===== src/sv/pprle_pkg.sv =====
package pprle_pkg;

  localparam int unsigned ByteBits = 8;
  localparam int unsigned BppW     = 4;
  localparam int unsigned RunCntW  = 6;
  localparam int unsigned MaxRes   = 4;
  localparam int unsigned QDepth   = 8;
  localparam int unsigned QCntW    = $clog2(QDepth + 1);
  localparam int unsigned ResIdxW  = $clog2(MaxRes);
  localparam int unsigned ResCntW  = $clog2(MaxRes + 1);

  localparam logic [ByteBits-1:0] RunMark = 8'hC0;
  localparam logic [RunCntW-1:0]  RunMax  = 6'd63;
  localparam logic [BppW-1:0]     BppRst  = 4'd8;

  // one encoded byte with its framing marks
  typedef struct packed {
    logic [ByteBits-1:0] data;
    logic                last_item;
    logic                last_line;
  } res_beat_t;

endpackage


===== src/sv/pixel_pack_rle_encoder_core.sv =====
// The bytes caused by a pixel beat are in the output queue in the cycle after acceptance;
// the first appears on out_* in that cycle if nothing older waits, the rest follow one per cycle as out_ready allows.
// Throughput: one pixel beat per cycle while at most four bytes wait in the eight-entry queue;
// output drains one byte per cycle while out_ready is high, so a burst of up to four bytes stalls input briefly.
// Reset (rst_n low, synchronous): queue empty, packer and run state cleared, bits_per_pixel = 8.
module pixel_pack_rle_encoder_core (
  input  logic                          clk,
  input  logic                          rst_n,
  input  logic                          cfg_wr_en,
  input  logic [pprle_pkg::BppW-1:0]    cfg_wr_data,
  input  logic                          in_valid,
  output logic                          in_ready,
  input  logic [pprle_pkg::ByteBits-1:0] in_pixel_index,
  input  logic                          in_end_of_line,
  output logic                          out_valid,
  input  logic                          out_ready,
  output logic [pprle_pkg::ByteBits-1:0] out_byte,
  output logic                          out_last_of_item,
  output logic                          out_last_of_line
);
  import pprle_pkg::*;

  // state
  logic [BppW-1:0]     bpp_r;
  logic [ByteBits-1:0] accum_r, accum_nxt;
  logic [3:0]          shift_r, shift_nxt;
  logic [ByteBits-1:0] run_val_r, run_val_nxt;
  logic [RunCntW-1:0]  run_cnt_r, run_cnt_nxt;
  logic                run_open_r, run_open_nxt;
  res_beat_t           q_r [QDepth];
  res_beat_t           q_nxt [QDepth];
  logic [QCntW-1:0]    cnt_r, cnt_nxt;

  logic in_acc, pop;

  // step datapath
  logic [3:0]          b_eff;
  logic [ByteBits-1:0] mask, pix, accum_new;
  logic [4:0]          sum, sum2;
  logic                fit, full, push, extend;
  logic [3:0]          placed2;
  logic [ByteBits-1:0] mid_val;
  logic [RunCntW-1:0]  mid_cnt;
  logic                mid_open;
  res_beat_t           res [MaxRes];
  logic [ResCntW-1:0]  nres;
  logic [QCntW-1:0]    base;

  assign in_ready = (cnt_r <= QCntW'(QDepth - MaxRes));
  assign in_acc   = in_valid && in_ready;
  assign out_valid = (cnt_r != '0);
  assign pop      = out_valid && out_ready;
  assign out_byte         = q_r[0].data;
  assign out_last_of_item = q_r[0].last_item;
  assign out_last_of_line = q_r[0].last_line;

  // clamp width, mask pixel and place it below the bits already placed
  always_comb begin
    if (bpp_r == '0) begin
      b_eff = 4'd1;
    end else if (bpp_r > 4'(ByteBits)) begin
      b_eff = 4'(ByteBits);
    end else begin
      b_eff = bpp_r;
    end
    mask = 8'hFF >> (4'(ByteBits) - b_eff);
    pix  = in_pixel_index & mask;
    sum  = {1'b0, shift_r} + {1'b0, b_eff};
    fit  = (sum <= 5'(ByteBits));
    if (fit) begin
      accum_new = accum_r | (pix << 4'(5'(ByteBits) - sum));
      placed2   = sum[3:0];
    end else begin
      accum_new = accum_r | (pix >> 4'(sum - 5'(ByteBits)));
      placed2   = 4'(ByteBits);
    end
    sum2 = {1'b0, placed2} + {1'b0, b_eff};
    full = (sum2 > 5'(ByteBits));
    push = full || (in_end_of_line && placed2 != '0);
  end

  // run encoder: close the old run on a new byte, then flush at end of line
  always_comb begin
    for (int k = 0; k < MaxRes; k++) begin
      res[k] = '0;
    end
    nres     = '0;
    extend   = run_open_r && (accum_new == run_val_r) && (run_cnt_r < RunMax);
    mid_val  = run_val_r;
    mid_cnt  = run_cnt_r;
    mid_open = run_open_r;
    if (push) begin
      if (extend) begin
        mid_cnt = run_cnt_r + 1'b1;
      end else begin
        if (run_open_r) begin
          if (run_cnt_r > 6'd1 || (run_val_r & RunMark) == RunMark) begin
            res[ResIdxW'(nres)].data = RunMark | {2'b00, run_cnt_r};
            nres = nres + 1'b1;
          end
          res[ResIdxW'(nres)].data = run_val_r;
          nres = nres + 1'b1;
        end
        mid_val  = accum_new;
        mid_cnt  = 6'd1;
        mid_open = 1'b1;
      end
    end
    if (in_end_of_line && mid_open) begin
      if (mid_cnt > 6'd1 || (mid_val & RunMark) == RunMark) begin
        res[ResIdxW'(nres)].data = RunMark | {2'b00, mid_cnt};
        nres = nres + 1'b1;
      end
      res[ResIdxW'(nres)].data = mid_val;
      nres = nres + 1'b1;
    end
    if (nres != '0) begin
      res[ResIdxW'(nres - 1'b1)].last_item = 1'b1;
      res[ResIdxW'(nres - 1'b1)].last_line = in_end_of_line;
    end
  end

  // next packer and run state
  always_comb begin
    accum_nxt    = accum_r;
    shift_nxt    = shift_r;
    run_val_nxt  = run_val_r;
    run_cnt_nxt  = run_cnt_r;
    run_open_nxt = run_open_r;
    if (in_acc) begin
      if (in_end_of_line) begin
        accum_nxt    = '0;
        shift_nxt    = '0;
        run_val_nxt  = '0;
        run_cnt_nxt  = '0;
        run_open_nxt = 1'b0;
      end else begin
        accum_nxt    = full ? '0 : accum_new;
        shift_nxt    = full ? '0 : placed2;
        run_val_nxt  = mid_val;
        run_cnt_nxt  = mid_cnt;
        run_open_nxt = mid_open;
      end
    end
  end

  // output queue: advance on pop, append the new beats behind what remains
  always_comb begin
    base = cnt_r - QCntW'(pop);
    for (int i = 0; i < QDepth - 1; i++) begin
      q_nxt[i] = pop ? q_r[i+1] : q_r[i];
    end
    q_nxt[QDepth-1] = q_r[QDepth-1];
    if (in_acc) begin
      for (int i = 0; i < QDepth; i++) begin
        if (QCntW'(i) >= base && QCntW'(i) < base + QCntW'(nres)) begin
          q_nxt[i] = res[ResIdxW'(QCntW'(i) - base)];
        end
      end
    end
    cnt_nxt = base + (in_acc ? QCntW'(nres) : '0);
  end

  // control registers
  always_ff @(posedge clk) begin
    if (!rst_n) begin
      bpp_r      <= BppRst;
      accum_r    <= '0;
      shift_r    <= '0;
      run_val_r  <= '0;
      run_cnt_r  <= '0;
      run_open_r <= 1'b0;
      cnt_r      <= '0;
    end else begin
      if (cfg_wr_en) begin
        bpp_r <= cfg_wr_data;
      end
      accum_r    <= accum_nxt;
      shift_r    <= shift_nxt;
      run_val_r  <= run_val_nxt;
      run_cnt_r  <= run_cnt_nxt;
      run_open_r <= run_open_nxt;
      cnt_r      <= cnt_nxt;
    end
  end

  // queue payload
  always_ff @(posedge clk) begin
    for (int i = 0; i < QDepth; i++) begin
      q_r[i] <= q_nxt[i];
    end
  end

`ifndef NO_ASSERTIONS
  a_cnt_bound: assert property (@(posedge clk) disable iff (!rst_n)
    cnt_r <= QCntW'(QDepth))
    else $error("output queue count beyond depth");

  a_shift_bound: assert property (@(posedge clk) disable iff (!rst_n)
    shift_r < 4'(ByteBits))
    else $error("packer holds a full byte");

  a_eol_clear: assert property (@(posedge clk) disable iff (!rst_n)
    in_valid && in_ready && in_end_of_line |=> shift_r == '0 && !run_open_r)
    else $error("state not cleared after end of line");

  a_run_len: assert property (@(posedge clk) disable iff (!rst_n)
    run_open_r |-> run_cnt_r != '0)
    else $error("open run with zero length");
`endif

endmodule


===== config.mk =====
export PLATFORM = sky130hd
export DESIGN_NAME = pixel_pack_rle_encoder_core
export DESIGN_NICKNAME = d
export VERILOG_FILES = /design/src/sv/pprle_pkg.sv /design/src/sv/pixel_pack_rle_encoder_core.sv
export SDC_FILE = /design/constraint.sdc
export NUM_CORES = 1
export LEC_CHECK = 0
export BUFFER_PORTS_ARGS = -buffer_cell sky130_fd_sc_hd__buf_2
export CAP_MARGIN = 20
export CORE_UTILIZATION = 25
export CTS_CLUSTER_DIAMETER = 150
export DETAILED_ROUTE_END_ITERATION = 8
export PLACE_DENSITY = 0.47
export SLEW_MARGIN = 20
export SYNTH_ARGS = -nofsm -noshare
export SYNTH_HDL_FRONTEND = slang
export SYNTH_SLANG_ARGS = --single-unit
export TNS_END_PERCENT = 30

===== constraint.sdc =====
create_clock -name clk -period 16.25 [get_ports clk]
set_input_delay 1.625 -clock clk [delete_from_list [all_inputs] [get_ports clk]]
set_output_delay 1.625 -clock clk [all_outputs]
set_load 0.02 [all_outputs]

-- After elaboration in Yosys (flattened, before gate mapping)
Memories as Yosys holds them, arrays and structs flattened.
Index checks and enable logic that the tools add are counted.
- flip-flop bits (word level): 35
- RAM bits: 80
- bits of input ports: 18
- output and inout port bits: 12
- logic and storage cells: 208
- memories: 1
- memories (memory ; depth ; width ; rd ports ; clocked after memory_dff ; wr ports ; line ; text):
    q_r ; 8 ; 10 ; 8 ; 0 ; 8 ; pixel_pack_rle_encoder_core.sv:30 ; res_beat_t q_r [QDepth];
- add/sub/neg operators: 21
- $lt $le $gt $ge: 39
- equal/unequal tests: 3
- shift operators: 3
- muxes and demuxes: 94
- bitwise logic cells: 15
- reductions and logical operators: 25
- operators by type and width (cell ; number):
    two-way mux 10 bit ; 34
    two-way mux 40 bit ; 7
    bitwise mux 40 bit ; 5
    binary-select mux 10 bit (select 2 bit) ; 8
    demux 10 bit (select 2 bit) ; 5
    two-way mux 8 bit ; 10
    two-way mux 80 bit ; 1
    >= comparator 3 bit, second input constant ; 12
    inverter 2 -> 3 bit ; 12
    two-way mux 3 bit ; 10
    two-way mux 4 bit ; 5
    logical AND 1 bit ; 18
    two-way mux 6 bit ; 3
    >= comparator 3 x 4 -> 1 bit, first input constant ; 4
    less-than comparator 3 x 4 -> 1 bit, first input constant ; 4
    bitwise OR 8 bit ; 2
    > comparator 6 x 1 -> 1 bit, second input constant ; 2
    less-than comparator 3 x 1 -> 1 bit, second input constant ; 4
    adder 4 x 4 -> 5 bit ; 2
    adder 3 x 1 -> 3 bit, second input constant ; 3
    adder 4 x 3 -> 4 bit ; 2
    AND 8 bit ; 1
    == test 8 bit ; 1
    >= comparator 1 x 4 -> 1 bit, first input constant ; 2
    25 further kinds ; 43

-- Depth between registers and ports, before layout
- depth in word-level cells: 37
- depth in mapped cells: 40
- depth with buffers taken out: 38

-- Least setup slack after synthesis
OpenSTA, ideal clock, no wires.
- path kind: register to register
- start: reg bpp_r[2]
- end: mem q_r[1][18] in the netlist's numbering
- data arrival time: 8.257 ns
- required time: 16.155 ns
- setup slack: 7.898 ns
- stages on the path, launching flop included: 38
- cell sequence: dfxtp_1 > nor2_1 > o21ba_2 > ha_1 > buf_2 > inv_1 > buf_1 > ha_1 > or3b_1 > o22ai_2 > nor3_1 > nor2_1 > fa_1 > a211o_1 > a211oi_1 > nand2_1 > mux2i_1 > nor3_2 > (+2 left out) > nand3_1 > nor3_4 > nor2_1 > o21ai_0 > ha_1 > and2_1 > a31oi_1 > inv_1 > ha_1 > a21o_1 > a21oi_1 > xnor2_1 > nand2_1 > nand2_1 > or3_1 > clkbuf_1 > and3_1 > a221oi_1
- RTL lines (element ; line ; text):
    start: declaration ; pixel_pack_rle_encoder_core.sv:24 ; logic [BppW-1:0] bpp_r;
    start signal: assignment ; pixel_pack_rle_encoder_core.sv:167 ; bpp_r <= BppRst;
    start signal: assignment ; pixel_pack_rle_encoder_core.sv:176 ; bpp_r <= cfg_wr_data;
    end: declaration ; pixel_pack_rle_encoder_core.sv:30 ;

==> impl_metrics.toml <==
[finish]
filler_cell_count = 3878
finalNetCount = 1212
final_area_um2 = 10100
drive_gt1_share_pct = 10.5
areaGrowthSynthToFinish_pct = 11.6
n_antenna_cell = 0

[place]
place.detailed.hpwl_mm = 22.8
io_buffers = 29
post_dp_cell_area_um2 = 9510
pre_cts_slack_ps = 6070
gp_routability_congestion = 0.888

[pwr]
pwr_dens_nw_per_um2 = 209
p_leak_uw = 0.00407
irDropWorstVdd_v = 0.000109
totalPowerFinal_uw = 2110

[sta]
timing.final.hold_violations = 0
timing_max_transition_violations_final = 0
layout_min_cycle_time_ps = 10230
fin_tns_setup_ps = 0
max_freq_ghz = 0.0978
worst-slew-pin-transition_ps = 911
final.setup_skew_ps = 16.0
fin_crit_sh_pct = 63.0
final-setup-viol-count = 0
layout_setup_ws_ps = 6020
timing.hold.ws_ps = 472
slew_headroom_pct = 39.3
rsz_0062_raised_after_global_routing = "false"

[route]
detail_route.first_pass.iterations = 5
num_vias = 9020
drt_drc_violations_left = 0
wl_per_cell_um = 19.1
initialDrtViolationCount = 638
dr_vias_cell = 5.53
ant_nets = 0
wl_mm = 31.2

[floorplan]
total_die_area_um2 = 37000
floorplan.core_area_um2 = 35600
die-width_um = 192
floorplan.initialDensity_pct = 25.4
boundaryPins = 30
die_y_um = 192
floorplan.rows = 69

[global_routing]
globalRouteMet2Util_pct = 28.0
grtUsageMet1_pct = 22.9
via_count_of_the_first_global_routing_pass = 8523
grt_pass1_wl_mm = 49.2
global_route.overflow_total = 0
globalRoute.busiestLayer = "met2"
initial_antenna_violation_count = 1
grt_usage_pct = 17.2
largest_net_degree_at_the_start_of_global_routing = 65
grt_use_met3_pct = 2.66

[clock_network]
tritoncts.num_buffers = 17
post_cts.repair.setup_buffers = 0
cts.reportedPaths.clkPinSlew_ps = 70
clock_latency_ps = 430
clock_tree.buffer_depth = 2
post_cts_resized = 0
cts_hold_repair.buffers = 0
cts_root_buf = "clkbuf_16"
clock_sink_count = 115
clock_tree_from_tritoncts = "done"
cts.htree.levels = 4

[critical_path]
r2r_setup_slack_ps = 6020
worst_setup_path_end_kind = "flop"
worstReg2RegEnd = "q_r[1][12]"
worst-setup-path-type = "reg -> reg"
cp_max_fo = 19
critical-path-max-stage-delay_ps = 630
worst-endpoint-arrival_ps = 10510
critical-path-slowest-cell = "nor3_1"
critPathRequiredTime_ps = 16530
r2r-start = "bpp_r[2]"
worst-r2r-cell-count = 35
setup.worst_path.start_class = "flop"

[yosys]
mappedNetlistNets = 1233
async_reset_ff_share_pct = 0
syn_area_um2 = 9050
synth-edff-count = 10
synth.yosys.seq_area_share_pct = 26.5
synth_cell_types = 100
dominantRegCellSynth = "dfxtp_1"
postSynthCellCount = 1178
avgSynthCellArea_um2 = 7.68
synth_seq_cells = 115
yosys_warnings = 0

[hold_path]
min_delay_worst_endpoint = "q_r[1][11]"
timing.hold.worst_path_depth = 2
holdCritPathClass = "reg -> reg"
hold_path_startpoint = "q_r[1][21]"

[outcome]
outcome = "completed"

[flow_run]
maxCapViolations = 0
[cells in the final DEF (no fill, tap or decap), drive strengths merged, types with 7 or more instances in the layout]
cell	count
mux2i	50
edfxtp	10
nor4	11
ha	33
a22oi	24
nand2b	16
nor3	25
inv	39
o31ai	7
o22ai	16
xor2	7
nand2	185
and3	27
a211oi	26
clkinv	7
a21o	20
o2111ai	8
o211ai	17
o22a	8
nor2	114
dfxtp	105
nor3b	7
a21oi	66
buf	44
xnor2	16
clkbuf	19
or3	11
and2	23
o21a	9
o21ai	43
mux2	7
nand3	42
a221oi	10
a31oi	24
[flip-flops by register name, summed over array words and instances (netlist names)]
name        flops
bpp_r           4
run_val_r       8
cnt_r           4
q_r            80
run_cnt_r       6
run_open_r      1
shift_r         4
accum_r         8
[layer usage]
| layer | vias to the layer above | share of wire (%) |
|---|---|---|
| li1 | 4288 | - |
| met1 | 4460 | 47 |
| met2 | 218 | 47 |
| met3 | 52 | 3.8 |
| met4 | 2 | 2.3 |
| met5 | - | 0.035 |
[layout make-up]
cell class	count	area [um2]	share of cell area [%]
multi-input combinational	945	6150	60.9
sequential	115	2400	23.8
tap	461	577	5.71
clock buffer	19	475	4.71
timing repair buffer	44	258	2.55
inverter	34	128	1.26
clock inverter	13	110	1.09
[cell families after synthesis]
logic type	synth area share, %
AND/OR/NAND/NOR	25.9
XOR/XNOR	2.72
multiplexers	6.40
flip-flops	26.5
AO/OA/AOI/OAI	27.4
adder cells (fa/ha/maj)	5.45
buffers and inverters	5.63
[where the power goes]
group / total [uW] / leakage, uW / switching, uW / internal, uW
Sequential: 452 / 0.000964 / 55.2 / 397
Combinational: 1280 / 0.00282 / 836 / 444
Clock: 377 / 0.000289 / 159 / 218
[worst max path at each step]
stage | from | to | depth (start not counted)
after detailed placement | bpp_r[3] | q_r[1][14] | 34
after CTS | bpp_r[3] | q_r[1][18] | 34
after global placement | bpp_r[3] | q_r[1][15] | 35
final | bpp_r[2] | q_r[1][12] | 35
after floorplan | bpp_r[2] | q_r[1][18] | 37
after global routing | bpp_r[2] | q_r[1][15] | 36
[synth_stat cells (14+ instances only)]
master      n  share of area [%]
nand2_1   184                7.6
nor2_1    114                4.7
dfxtp_1   105                 23
a21oi_1    66                3.7
clkbuf_1   58                2.4
mux2i_1    50                5.5
nand3_1    40                2.2
o21ai_0    36                2.0
ha_1       33                4.6
inv_1      31                1.3
and3_1     27                1.9
a211oi_1   24                2.0
a22oi_1    24                2.0
a31oi_1    23                1.6
and2_1     22                1.5
a21o_1     20                1.7
nor3_1     19                1.1
o211ai_1   17                1.4
nand2b_1   16                1.1
xnor2_1    14                1.4
[stage by stage]
| step | std cells | util [%] |
|---|---|---|
| detailed placement | 1599 | 26.7 |
| global route | 1631 | 28.4 |
| finish | 1631 | 28.4 |
| global placement | 1599 | 26.7 |
| CTS | 1631 | 28.4 |
| floorplan | 1178 | - |
[critical path: cells and delay by family (launching register included)]
kind	cells	cell delay, ps
multiplexers	1	240
XOR/XNOR	2	350
adder cells (fa/ha/maj)	5	2240
AO/OA/AOI/OAI	10	2340
AND/OR/NAND/NOR	14	3640
flip-flops	1	430
buffers and inverters	3	820
Note: power is estimated with default switching activity, not from simulation.
